`config.mk`:
```
export PLATFORM = sky130hd
export DESIGN_NAME = expression_token_scanner_core_flat
export DESIGN_NICKNAME = d
export VERILOG_FILES = /design/src/hdl/ets_pkg.sv /design/src/hdl/ets_in_if.sv /design/src/hdl/ets_out_if.sv /design/src/hdl/ets_front.sv /design/src/hdl/ets_queue.sv /design/src/hdl/ets_back.sv /design/src/hdl/expression_token_scanner_core.sv /design/src/flat_wrapper.sv
export SDC_FILE = /design/constraint.sdc
export NUM_CORES = 1
export LEC_CHECK = 0
export BUFFER_PORTS_ARGS = -buffer_cell sky130_fd_sc_hd__buf_2
export CORE_MARGIN = 2
export CORE_UTILIZATION = 55
export DETAILED_ROUTE_END_ITERATION = 7
export PLACE_DENSITY_LB_ADDON = 0.05
export SKIP_CTS_REPAIR_TIMING = 1
export SLEW_MARGIN = 20
export SYNTH_ARGS = -nofsm -noshare
export SYNTH_HDL_FRONTEND = slang
export SYNTH_SLANG_ARGS = --single-unit
```
`constraint.sdc`:
```
create_clock -name clk_i -period 5.3 [get_ports clk_i]
set_input_delay 0.265 -clock clk_i [delete_from_list [all_inputs] [get_ports clk_i]]
set_output_delay 0.265 -clock clk_i [all_outputs]
set_load 0.05 [all_outputs]
```
`src/hdl/ets_pkg.sv`:
```
// Package for the expression token scanner: result and queue entry types,
// character constants and byte classification functions.
// No dependencies; ets_front, ets_queue, ets_back and the core import it.
package ets_pkg;

  localparam int PosBits    = 16;
  localparam int QueueDepth = 4;
  localparam int QueueAw    = $clog2(QueueDepth);

  localparam logic [PosBits-1:0] PosMax = {PosBits{1'b1}};

  localparam logic [7:0] CharNul   = 8'h00;
  localparam logic [7:0] CharDot   = 8'h2e;
  localparam logic [7:0] CharUnder = 8'h5f;
  localparam logic [7:0] CharPlus  = 8'h2b;
  localparam logic [7:0] CharMinus = 8'h2d;
  localparam logic [7:0] CharStar  = 8'h2a;
  localparam logic [7:0] CharSlash = 8'h2f;
  localparam logic [7:0] CharLpar  = 8'h28;
  localparam logic [7:0] CharRpar  = 8'h29;
  localparam logic [7:0] CharEqual = 8'h3d;

  typedef enum logic [3:0] {
    KindNumber  = 4'd0,
    KindIdent   = 4'd1,
    KindPlus    = 4'd2,
    KindMinus   = 4'd3,
    KindMul     = 4'd4,
    KindDiv     = 4'd5,
    KindLparen  = 4'd6,
    KindRparen  = 4'd7,
    KindEquals  = 4'd8,
    KindUnknown = 4'd9,
    KindEnd     = 4'd10
  } kind_e;

  typedef struct packed {
    kind_e       kind;
    logic [15:0] start;
    logic [15:0] length;
    logic [7:0]  bad;
    logic        ovf;
    logic        last;
  } result_t;

  typedef struct packed {
    logic    two;
    result_t first;
    result_t second;
  } entry_t;

  function automatic logic is_digit(input logic [7:0] c);
    return (c >= 8'h30) && (c <= 8'h39);
  endfunction

  function automatic logic is_alpha(input logic [7:0] c);
    return ((c >= 8'h61) && (c <= 8'h7a)) || ((c >= 8'h41) && (c <= 8'h5a));
  endfunction

  function automatic logic is_space(input logic [7:0] c);
    return (c == 8'h20) || ((c >= 8'h09) && (c <= 8'h0d));
  endfunction

  function automatic logic is_op(input logic [7:0] c);
    return (c == CharPlus) || (c == CharMinus) || (c == CharStar) ||
           (c == CharSlash) || (c == CharLpar) || (c == CharRpar) ||
           (c == CharEqual);
  endfunction

  function automatic kind_e op_kind(input logic [7:0] c);
    kind_e k;
    k = KindUnknown;
    if (c == CharPlus) k = KindPlus;
    if (c == CharMinus) k = KindMinus;
    if (c == CharStar) k = KindMul;
    if (c == CharSlash) k = KindDiv;
    if (c == CharLpar) k = KindLparen;
    if (c == CharRpar) k = KindRparen;
    if (c == CharEqual) k = KindEquals;
    return k;
  endfunction

  function automatic logic [15:0] sat16(input logic [PosBits-1:0] v);
    logic [31:0] w;
    w = 32'(v);
    return (w > 32'h0000_ffff) ? 16'hffff : w[15:0];
  endfunction

endpackage

```
`src/hdl/ets_in_if.sv`:
```
// Input channel of the token scanner: one text byte per transaction.
// Depends on nothing.
interface ets_in_if;
  logic       valid;
  logic       ready;
  logic [7:0] text_byte;
  logic       end_of_text;

  modport source (output valid, text_byte, end_of_text, input ready);
  modport sink (input valid, text_byte, end_of_text, output ready);
endinterface

```
`src/hdl/ets_out_if.sv`:
```
// Output channel of the token scanner: one token result per transaction.
// Depends on nothing.
interface ets_out_if;
  logic        valid;
  logic        ready;
  logic [3:0]  token_kind;
  logic [15:0] token_start;
  logic [15:0] token_length;
  logic [7:0]  offending_byte;
  logic        position_overflow;
  logic        run_last;

  modport source (output valid, token_kind, token_start, token_length,
                  offending_byte, position_overflow, run_last, input ready);
  modport sink (input valid, token_kind, token_start, token_length,
                offending_byte, position_overflow, run_last, output ready);
endinterface

```
`src/hdl/ets_front.sv`:
```
// Front end of the token scanner: takes text bytes, holds the scan state
// and builds up to two results per byte. Depends on ets_pkg and ets_in_if.
module ets_front (
  input  logic            clk_i,
  input  logic            rst_ni,
  ets_in_if.sink          in_i,
  output logic            push_valid_o,
  input  logic            push_ready_i,
  output ets_pkg::entry_t push_entry_o
);
  import ets_pkg::*;

  typedef enum logic [2:0] {
    ModeIdle,
    ModeInt,
    ModeFrac,
    ModeIdent,
    ModeOwed,
    ModeDone
  } mode_e;

  mode_e              mode_q, mode_d;
  logic [PosBits-1:0] begin_q, begin_d;
  logic [PosBits-1:0] pos_q, pos_d;
  logic               ovf_q, ovf_d;
  result_t            res [2];
  logic [1:0]         n;
  logic               accept;

  function automatic logic in_tok(input mode_e m);
    return (m == ModeInt) || (m == ModeFrac) || (m == ModeIdent);
  endfunction

  function automatic kind_e pend_kind(input mode_e m);
    return (m == ModeIdent) ? KindIdent : KindNumber;
  endfunction

  function automatic result_t make_res(input kind_e k, input logic [PosBits-1:0] s,
                                       input logic [PosBits-1:0] len,
                                       input logic [7:0] b, input logic o);
    result_t r;
    r.kind   = k;
    r.start  = sat16(s);
    r.length = sat16(len);
    r.bad    = b;
    r.ovf    = o;
    r.last   = 1'b0;
    return r;
  endfunction

  always_comb begin
    logic [7:0] c;
    logic       ext;
    c       = in_i.text_byte;
    mode_d  = mode_q;
    begin_d = begin_q;
    pos_d   = pos_q;
    ovf_d   = ovf_q;
    res[0]  = '0;
    res[1]  = '0;
    n       = 2'd0;
    ext     = 1'b0;
    unique case (mode_q)
      ModeDone: begin
      end
      ModeOwed: begin
        res[0] = make_res(KindEnd, pos_q, '0, 8'h00, ovf_q);
        n      = 2'd1;
        mode_d = ModeDone;
      end
      default: begin
        if (c == CharNul) begin
          if (in_tok(mode_q)) begin
            res[n[0]] = make_res(pend_kind(mode_q), begin_q, pos_q - begin_q, 8'h00, ovf_q);
            n = n + 2'd1;
          end
          res[n[0]] = make_res(KindEnd, pos_q, '0, 8'h00, ovf_q);
          n = n + 2'd1;
          mode_d = ModeDone;
        end else begin
          if (pos_q != PosMax) begin
            pos_d = pos_q + 1'b1;
          end else begin
            ovf_d = 1'b1;
          end
          ext = ((mode_q == ModeInt) && (is_digit(c) || (c == CharDot))) ||
                ((mode_q == ModeFrac) && is_digit(c)) ||
                ((mode_q == ModeIdent) && (is_alpha(c) || is_digit(c) || (c == CharUnder)));
          if (ext) begin
            if ((mode_q == ModeInt) && (c == CharDot)) begin
              mode_d = ModeFrac;
            end
          end else begin
            if (in_tok(mode_q)) begin
              res[n[0]] = make_res(pend_kind(mode_q), begin_q, pos_q - begin_q, 8'h00, ovf_d);
              n = n + 2'd1;
              mode_d = ModeIdle;
            end
            priority if (is_space(c)) begin
            end else if (is_digit(c)) begin
              mode_d  = ModeInt;
              begin_d = pos_q;
            end else if (is_alpha(c) || (c == CharUnder)) begin
              mode_d  = ModeIdent;
              begin_d = pos_q;
            end else if (is_op(c)) begin
              res[n[0]] = make_res(op_kind(c), pos_q, PosBits'(1), 8'h00, ovf_d);
              n = n + 2'd1;
            end else begin
              res[n[0]] = make_res(KindUnknown, pos_q, PosBits'(1), c, ovf_d);
              n = n + 2'd1;
            end
          end
          if (in_i.end_of_text) begin
            if (in_tok(mode_d)) begin
              res[n[0]] = make_res(pend_kind(mode_d), begin_d, pos_d - begin_d, 8'h00, ovf_d);
              n = n + 2'd1;
              mode_d = ModeIdle;
            end
            if (n < 2'd2) begin
              res[n[0]] = make_res(KindEnd, pos_d, '0, 8'h00, ovf_d);
              n = n + 2'd1;
              mode_d = ModeDone;
            end else begin
              mode_d = ModeOwed;
            end
          end
        end
      end
    endcase
    if (n == 2'd2) begin
      res[1].last = 1'b1;
    end else if (n == 2'd1) begin
      res[0].last = 1'b1;
    end
  end

  assign accept              = in_i.valid && push_ready_i;
  assign in_i.ready          = push_ready_i;
  assign push_valid_o        = accept && (n != 2'd0);
  assign push_entry_o.two    = (n == 2'd2);
  assign push_entry_o.first  = res[0];
  assign push_entry_o.second = res[1];

  always_ff @(posedge clk_i or negedge rst_ni) begin
    if (!rst_ni) begin
      mode_q  <= ModeIdle;
      begin_q <= '0;
      pos_q   <= '0;
      ovf_q   <= 1'b0;
    end else if (accept) begin
      mode_q  <= mode_d;
      begin_q <= begin_d;
      pos_q   <= pos_d;
      ovf_q   <= ovf_d;
    end
  end
endmodule

```
`src/hdl/ets_queue.sv`:
```
// Short queue of result entries between the front and back ends.
// Depends on ets_pkg.
module ets_queue (
  input  logic            clk_i,
  input  logic            rst_ni,
  input  logic            push_valid_i,
  output logic            push_ready_o,
  input  ets_pkg::entry_t push_entry_i,
  output logic            pop_valid_o,
  input  logic            pop_ready_i,
  output ets_pkg::entry_t pop_entry_o
);
  import ets_pkg::*;

  entry_t             mem_q [QueueDepth];
  logic [QueueAw-1:0] wr_ptr_q, rd_ptr_q;
  logic [QueueAw:0]   count_q;
  logic               do_push, do_pop;

  assign push_ready_o = (count_q != (QueueAw + 1)'(QueueDepth));
  assign pop_valid_o  = (count_q != '0);
  assign pop_entry_o  = mem_q[rd_ptr_q];
  assign do_push      = push_valid_i && push_ready_o;
  assign do_pop       = pop_valid_o && pop_ready_i;

  always_ff @(posedge clk_i) begin
    if (do_push) begin
      mem_q[wr_ptr_q] <= push_entry_i;
    end
  end

  always_ff @(posedge clk_i or negedge rst_ni) begin
    if (!rst_ni) begin
      wr_ptr_q <= '0;
      rd_ptr_q <= '0;
      count_q  <= '0;
    end else begin
      if (do_push) begin
        wr_ptr_q <= wr_ptr_q + 1'b1;
      end
      if (do_pop) begin
        rd_ptr_q <= rd_ptr_q + 1'b1;
      end
      if (do_push && !do_pop) begin
        count_q <= count_q + 1'b1;
      end else if (!do_push && do_pop) begin
        count_q <= count_q - 1'b1;
      end
    end
  end
endmodule

```
`src/hdl/ets_back.sv`:
```
// Back end of the token scanner: drains queue entries one result at a time
// into the output register. Depends on ets_pkg and ets_out_if.
module ets_back (
  input  logic            clk_i,
  input  logic            rst_ni,
  input  logic            head_valid_i,
  input  ets_pkg::entry_t head_entry_i,
  output logic            pop_o,
  ets_out_if.source       out_o
);
  import ets_pkg::*;

  logic    valid_q, valid_d;
  logic    sel_q, sel_d;
  result_t res_q, res_d;
  logic    load;

  assign load = !valid_q || out_o.ready;

  always_comb begin
    valid_d = valid_q;
    sel_d   = sel_q;
    res_d   = res_q;
    pop_o   = 1'b0;
    if (load) begin
      valid_d = head_valid_i;
      if (head_valid_i) begin
        res_d = sel_q ? head_entry_i.second : head_entry_i.first;
        if (head_entry_i.two && !sel_q) begin
          sel_d = 1'b1;
        end else begin
          sel_d = 1'b0;
          pop_o = 1'b1;
        end
      end
    end
  end

  always_ff @(posedge clk_i or negedge rst_ni) begin
    if (!rst_ni) begin
      valid_q <= 1'b0;
      sel_q   <= 1'b0;
    end else begin
      valid_q <= valid_d;
      sel_q   <= sel_d;
    end
  end

  always_ff @(posedge clk_i) begin
    res_q <= res_d;
  end

  assign out_o.valid             = valid_q;
  assign out_o.token_kind        = res_q.kind;
  assign out_o.token_start       = res_q.start;
  assign out_o.token_length      = res_q.length;
  assign out_o.offending_byte    = res_q.bad;
  assign out_o.position_overflow = res_q.ovf;
  assign out_o.run_last          = res_q.last;
endmodule

```
`src/hdl/expression_token_scanner_core.sv`:
```
// Expression token scanner: splits a byte stream into number, identifier,
// operator, unknown and end tokens. Uses ets_pkg, both channel interfaces,
// ets_front, ets_queue and ets_back.
//
// The input channel carries one text byte per transaction, with a flag on
// the last byte of the text; a zero byte also ends the text. The output
// channel carries one token result per transaction, and run_last marks the
// last result that a given byte produced.
// A byte is taken in every cycle while the four-entry result queue has room.
// Each byte gives zero, one or two results; the output register sends one
// result per cycle while the receiver is ready, so a byte with two results
// keeps its queue entry until both are sent. Results go through the queue
// and the output register. When the receiver stalls, results collect in
// the queue and the input keeps flowing until it is full, then ready drops.
// Reset clears the scan state, the position and the overflow flag and
// empties the queue. After the end token the block drops every byte until
// the next reset.
module expression_token_scanner_core (
  input  logic       clk_i,
  input  logic       rst_ni,
  ets_in_if.sink     in_i,
  ets_out_if.source  out_o
);
  import ets_pkg::*;

  logic   push_valid, push_ready;
  entry_t push_entry;
  logic   head_valid, pop;
  entry_t head_entry;

  ets_front u_front (
    .clk_i       (clk_i),
    .rst_ni      (rst_ni),
    .in_i        (in_i),
    .push_valid_o(push_valid),
    .push_ready_i(push_ready),
    .push_entry_o(push_entry)
  );

  ets_queue u_queue (
    .clk_i       (clk_i),
    .rst_ni      (rst_ni),
    .push_valid_i(push_valid),
    .push_ready_o(push_ready),
    .push_entry_i(push_entry),
    .pop_valid_o (head_valid),
    .pop_ready_i (pop),
    .pop_entry_o (head_entry)
  );

  ets_back u_back (
    .clk_i       (clk_i),
    .rst_ni      (rst_ni),
    .head_valid_i(head_valid),
    .head_entry_i(head_entry),
    .pop_o       (pop),
    .out_o       (out_o)
  );

  a_single_is_last: assert property (@(posedge clk_i) disable iff (!rst_ni)
    push_valid && !push_entry.two |-> push_entry.first.last)
    else $error("single result entry not marked last");

  a_pair_order: assert property (@(posedge clk_i) disable iff (!rst_ni)
    push_valid && push_entry.two |-> push_entry.second.last && !push_entry.first.last)
    else $error("two result entry has wrong last marks");

  a_pop_needs_head: assert property (@(posedge clk_i) disable iff (!rst_ni)
    pop |-> head_valid)
    else $error("queue popped while empty");

  a_end_token: assert property (@(posedge clk_i) disable iff (!rst_ni)
    out_o.valid && (out_o.token_kind == KindEnd) |->
      out_o.run_last && (out_o.token_length == 16'h0000))
    else $error("end token malformed");
endmodule
```
`src/flat_wrapper.sv`:
```
// flat-port wrapper written by rule: the top's interface ports become plain ports
module expression_token_scanner_core_flat import ets_pkg::*;
  (clk_i, rst_ni, in_i_valid, in_i_text_byte, in_i_end_of_text, in_i_ready, out_o_valid, out_o_token_kind, out_o_token_start, out_o_token_length, out_o_offending_byte, out_o_position_overflow, out_o_run_last, out_o_ready);
  ets_in_if in_i_i ();
  ets_out_if out_o_i ();
  input  logic clk_i;
  input  logic rst_ni;
  input wire logic [$bits(in_i_i.valid)-1:0] in_i_valid;
  input wire logic [$bits(in_i_i.text_byte)-1:0] in_i_text_byte;
  input wire logic [$bits(in_i_i.end_of_text)-1:0] in_i_end_of_text;
  output wire logic [$bits(in_i_i.ready)-1:0] in_i_ready;
  output wire logic [$bits(out_o_i.valid)-1:0] out_o_valid;
  output wire logic [$bits(out_o_i.token_kind)-1:0] out_o_token_kind;
  output wire logic [$bits(out_o_i.token_start)-1:0] out_o_token_start;
  output wire logic [$bits(out_o_i.token_length)-1:0] out_o_token_length;
  output wire logic [$bits(out_o_i.offending_byte)-1:0] out_o_offending_byte;
  output wire logic [$bits(out_o_i.position_overflow)-1:0] out_o_position_overflow;
  output wire logic [$bits(out_o_i.run_last)-1:0] out_o_run_last;
  input wire logic [$bits(out_o_i.ready)-1:0] out_o_ready;
  assign in_i_i.valid = in_i_valid;
  assign in_i_i.text_byte = in_i_text_byte;
  assign in_i_i.end_of_text = in_i_end_of_text;
  assign in_i_ready = in_i_i.ready;
  assign out_o_valid = out_o_i.valid;
  assign out_o_token_kind = out_o_i.token_kind;
  assign out_o_token_start = out_o_i.token_start;
  assign out_o_token_length = out_o_i.token_length;
  assign out_o_offending_byte = out_o_i.offending_byte;
  assign out_o_position_overflow = out_o_i.position_overflow;
  assign out_o_run_last = out_o_i.run_last;
  assign out_o_i.ready = out_o_ready;
  expression_token_scanner_core u_core (.clk_i(clk_i), .rst_ni(rst_ni), .in_i(in_i_i), .out_o(out_o_i));
endmodule
```
-- Word-level counts from Yosys, hierarchy flattened
Memories as Yosys holds them, arrays and structs flattened.
Cells that the tools add are included.
- register bits: 91
- memory bits (writable): 372
- input port bits: 13
- output and inout port bits: 48
- memories kept: 1
- memories (name ; depth ; width ; rd ports ; clocked after memory_dff ; wr ports ; RTL line ; text):
    u_core.u_queue.mem_q ; 4 ; 93 ; 1 ; 0 ; 1 ; ets_queue.sv:15 ; entry_t mem_q [QueueDepth];
- add/subtract/negate cells: 11
- order comparisons: 17
- eq/ne operators: 22
- muxes and demuxes: 108
- bitwise operators: 7
- reduce and logical (&&, ||, !) cells: 50
- operator list (cell ; number):
    92-bit two-way mux ; 14
    46-bit two-way mux ; 11
    92-bit bitwise mux ; 5
    46-bit demux with 1-bit select ; 4
    16-bit two-way mux ; 9
    46-bit case mux with 2 select lines ; 1
    43-bit two-way mux ; 2
    8-bit by 6-bit equality test with 1-bit output, second input constant ; 9
    4-bit two-way mux ; 14
    2-bit two-way mux ; 18
    3-bit two-way mux ; 12
    16-bit subtractor ; 2
    1-bit logical AND ; 19
    1-bit logical OR ; 19
    16-bit by 1-bit adder with 16-bit output, second input constant ; 1
    8-bit by 7-bit >= comparator with 1-bit output, second input constant ; 2
    8-bit by 7-bit less-or-equal comparator with 1-bit output, second input constant ; 2
    1-bit two-way mux ; 16
    16-bit != test, second input constant ; 1
    2-bit by 1-bit adder with 2-bit output, second input constant ; 6
    3-bit by 2-bit equality test with 1-bit output, second input constant ; 4
    8-bit by 7-bit equality test with 1-bit output, second input constant ; 1
    2-bit >= comparator, second input constant ; 4
    8-bit by 4-bit >= comparator with 1-bit output, second input constant ; 1
    other kinds (23) ; 38

-- Longest topological paths before layout
- depth after elaboration: 35
- depth in mapped cells: 19
- mapped depth without buffers: 16

-- Modules after synthesis
From an unflattened synthesis, not the netlist that was laid out.
- cells, all modules: 1636
- area, all modules: 22572.9 um^2
- modules (own cells, without submodules) (module ; times used ; cells an instance ; area an instance (um^2) ; seq. area each (um^2)):
    ets_queue ; 1 ; 521 ; 13879.6 ; 11345.9
    ets_front ; 1 ; 1009 ; 6587.6 ; 900.9
    ets_back ; 1 ; 106 ; 2105.8 ; 1431.4

-- Least setup slack after synthesis
OpenSTA, ideal clock, no wires.
- path kind: reg-to-reg
- from: register u_core.u_front.mode_q[1]
- to: memory u_core.u_queue.mem_q[0][0] (netlist bit) (enable)
- setup time: 0.461 ns
- data arrival time: 5.072 ns
- data required time: 4.839 ns
- setup slack: -0.234 ns
- cell stages (with the launch flop): 12
- path buffers: 2
- period minus slack after synthesis: 5.534 ns
- cell sequence: dfrtp_1 > o21ai_0 > inv_1 > clkbuf_1 > clkbuf_1 > ha_1 > nand3_2 > a211oi_2 > o211ai_1 > a311o_1 > nand3_2 > and2_1
- word-level cells in the longest chain between the ends: 29
- ends and longest elaborated chain (what ; RTL line ; text):
    start, declared ; ets_front.sv:22 ; mode_e mode_q, mode_d;
    start signal, assigned ; ets_front.sv:147 ; mode_q <= ModeIdle;
    start signal, assigned ; ets_front.sv:152 ; mode_q <= mode_d;
    3-bit by 1-bit equality test with 1-bit output / 3-bit by 2-bit equality test with 1-bit output (equally long branches) ; -- ;
    1-bit logical OR (2 in series) ; ets_front.sv:31 ; return (m == ModeInt) || (m == ModeFrac) || (m == ModeIdent);
    1-bit two-way mux ; ets_front.sv:73, ets_front.sv:94 ;
    2-bit two-way mux ; ets_front.sv:89 ; if (ext) begin
    2-bit two-way mux ; ets_front.sv:72 ; if (c == CharNul) begin
    2-bit two-way mux ; ets_front.sv:63 ; unique case (mode_q)
    2-bit by 1-bit adder with 2-bit output ; ets_front.sv:108, ets_front.sv:111 ;
    2-bit two-way mux ; ets_front.sv:103 ; end else if (is_alpha(c) || (c == CharUnder)) begin
    (+13 left out) ; -- ;
    2-bit two-way mux ; ets_front.sv:72 ;
    2-bit case mux with 2 select lines * ; ets_front.sv:63 ;
    2-bit nonzero test * ; ets_front.sv:140 ; assign push_valid_o = accept && (n != 2'd0);
    1-bit logical AND * ; ets_front.sv:140 ;
    1-bit logical AND * ; ets_queue.sv:23 ; assign do_push = push_valid_i && push_ready_o;
    via u_core.u_queue.do_push ; ets_queue.sv:18 ; logic do_push, do_pop;
    1-bit two-way mux * ; ets_queue.sv:27 ; if (do_push) begin
    1-bit two-way mux (implied by the code) * ; ets_queue.sv:28 ; mem_q[wr_ptr_q] <= push_entry_i;
    end, declared ; ets_queue.sv:15 ;
The timed path passes the listed nets; every way through them passes the cells marked *. The select of a mux whose other input is x is not followed.

==> reports/metrics.cfg <==
[status]
status = complete, no violations

[logic_synthesis]
synth_fp_nets = 1661
ys_ff_latch = 459
synth_edf_count = 414
ys_top_cells_by_count = 414 x edfxtp_1, 246 x nand2_1, 107 x nor2_1
synth_area_per_cell_sq_um = 13.5
synth_area_sq_mm = 0.0218
synth-async-reset-ratio = 0.0980
synth_top_area_cell = edfxtp_1
synth_cell_types = 89
yosysSeqAreaShare = 0.623
synth_cells = 1608
synth_flop_cell = edfxtp_1
yosysMostFrequentCell = edfxtp_1
synth_top_area_frac = 0.571
yosysWarningCount = 0
synth_area_leaders = edfxtp_1 57%, mux4_2 9.5%, dfrtp_1 5.2%, nand2_1 4.2%, ha_1 2.1%

[global_route]
grt_start_max_net_pins = 93
grt_pass1_wl_mm = 84.3
met1_usage = 0.414
top_usage_layer = met2
grt_pass1_vias = 13600
global_route.usage.met2 = 0.417
grt_use_total = 0.276
met3_usage = 0.0448
gr-total-overflow = 0
antenna_found_initial = 3

[clock_network]
cts.sinks = 459
clock_latency_ns = 0.58
clk_pin_slew_ns = 0.07
cts_max_level = 2
cts_inserted_buffers = 46
cts_tree = done
cts-root-buf = clkbuf_16
cts_buffer_depth = 3

[sta]
max_freq_ghz = 0.204
finClkSkew_ns = 0.0147
fin_ws_ns = 0.404
hold_viol_final = 0
min_period_over_period = 0.924
finalCriticalPeriod_ns = 4.90
setup_viol = 0
worstMarginPinSlew_ns = 1.11
rsz0062_at_grt = false
report.final.slew_viol_count = 0
relSlewSlack = 0.258
tns_ns = 0

[floorplan]
fp-row-count = 72
core_sq_mm = 0.0388
start_util = 0.561
ios = 61
die_h_um = 203
dieArea_sq_mm = 0.0412
die_x_um = 203

[pwr]
power_density_mw_per_mm2 = 553
leakage_nw = 8.62
p_seq_frac = 0.377
intPower_mw = 8.51
combPwrFrac = 0.382
peakVddDrop_mv = 0.623
p_switching_mw = 4.93
pwr-share-clk = 0.241
swShare = 0.367

[final_layout]
final_nets = 1729
fillers = 2980
num_antenna_cells = 0
syn2layout_area_growth_pct = 11.7
drive_gt1_frac = 0.185

[detailed_routing]
via_per_inst = 6.23
drtPass1Iterations = 6
wl_mm = 55.6
drc = 0
avgRoutedWirePerCell_um = 24.9
ant_nets = 0
drt-initial-drc-count = 1347
num_vias = 13900

[hold_path]
hp-class = in -> reg

[worst_setup_path]
r2r_slack_ns = 0.40
crit_path_end_kind = flop
crit_fanout = 10
critPathLaunchType = flop
worstPathRequired_ns = 5.59
path_class = reg -> reg
arrival_ns = 5.18

[placement]
port_buffers = 60
hpwl_mm = 35.0
place.gp.congestion = 0.980
dp_slack_ns = 0.500

[run]
max_cap_viol_count = 0

[flip-flops by register name, indices dropped and copies added (netlist names)]
name / flops
u_core.u_queue.count_q: 3
u_core.u_back.out_o.valid: 1
u_core.u_back.sel_q: 1
u_core.u_back.out_o.token_kind: 4
u_core.u_front.mode_q: 3
u_core.u_queue.rd_ptr_q: 2
u_core.u_front.begin_q: 16
u_core.u_back.out_o.token_length: 16
u_core.u_queue.wr_ptr_q: 2
u_core.u_queue.mem_q: 368
u_core.u_back.out_o.offending_byte: 8
u_core.u_back.out_o.token_start: 16
u_core.u_front.pos_q: 16
u_core.u_back.out_o.position_overflow: 1
u_core.u_back.out_o.run_last: 1
u_core.u_front.ovf_q: 1
[area by class of cell]
cell class	count	area, sq um	area share
clock buffer	58	1220	0.0500
clock inverter	26	277	0.0114
inverter	45	169	0.00695
multi-input combinational	1012	7690	0.316
sequential	459	13600	0.558
tap	518	648	0.0267
timing repair buffer	112	746	0.0307
[power groups by stage]
stage | registers [mW] | clock network (mW) | logic (mW)
after floorplan | 5.67 | 0 | 3.19
after global placement | 5.13 | 0 | 5.13
after detailed placement | 5.15 | 0 | 5.14
after CTS | 5.08 | 3.29 | 5.17
after global routing | 5.13 | 3.43 | 5.57
final | 5.07 | 3.23 | 5.13
[per-stage QoR]
step           instances  cell area [sq um]  hold slack [ns]  power [mW]  utilization
2_1_floorplan       1608              21800          -0.0306        8.86            -
3_3_place_gp        2144              22800            0.447        10.3        0.587
3_5_place_dp        2144              22800            0.452        10.3        0.587
4_1_cts             2228              24300           -0.167        13.5        0.626
5_1_grt             2230              24300            0.177        14.1        0.626
6_report            2230              24300            0.146        13.4        0.626
[placed cells by master (no fill, tap or decap), drive strengths merged, types with 21 or more instances in the layout]
cell and count:
o21ai 93, xnor2 38, inv 47, mux2i 23, nor3 26, clkbuf 58, buf 110, nand2 246
mux4 92, nor2 111, edfxtp 414, a211oi 21, nand3 27, dfrtp 45, a21oi 56, ha 37
[worst max-delay path, stage by stage (launching register included)]
cell	delay (ns)
dfrtp_1	0.50
ha_1	0.26
nand3_1	0.18
or4_1	0.65
or2_1	0.40
nand2_1	0.13
xnor2_1	0.19
ha_1	0.33
nor2b_1	0.17
o31a_1	0.28
o211ai_1	0.26
a21oi_1	0.14
o41ai_1	0.44
o21ai_0	0.20
xnor2_1	0.27
o22ai_1	0.19
[kinds of logic (layout without fill, tap and decap cells)]
logic type | after synthesis | after routing | synth area share
DFF | 459 | 459 | 0.623
and+or+nand+nor | 486 | 486 | 0.0992
muxes | 119 | 119 | 0.108
buffers and inverters | 137 | 241 | 0.0255
AOI/OAI and AO/OA | 311 | 311 | 0.0977
xor gates and xnor gates | 55 | 55 | 0.0221
adders and majority gates | 41 | 41 | 0.0245
[routing by layer]
metal | part of all wire | vias to the layer above
met3 | 0.067 | 101
li1 | - | 6251
met1 | 0.46 | 7001
met4 | 0.027 | 4
met2 | 0.45 | 539
met5 | 0.00040 | -
[worst paths after layout]
| kind | start | end | depth (start not counted) |
|---|---|---|---|
| worst max-delay path | u_core.u_front.pos_q[0]$_DFFE_PN0P_ | u_core.u_queue.mem_q[1][70]$_DFFE_PP_ | 15 |
| worst min-delay path | in_i_text_byte[6] | u_core.u_queue.mem_q[1][54]$_DFFE_PP_ | 2 |
| worst max register to register | u_core.u_front.pos_q[0]$_DFFE_PN0P_ | u_core.u_queue.mem_q[1][70]$_DFFE_PP_ | 15 |
| worst min register to register | u_core.u_front.begin_q[8]$_DFFE_PN0P_ | u_core.u_front.begin_q[8]$_DFFE_PN0P_ | 2 |
| max in group asynchronous | rst_ni | u_core.u_queue.rd_ptr_q[0]$_DFFE_PN0P_ | 3 |
| min in group asynchronous | rst_ni | u_core.u_front.begin_q[12]$_DFFE_PN0P_ | 3 |
No activity file was read; power rests on OpenSTA's default activity.
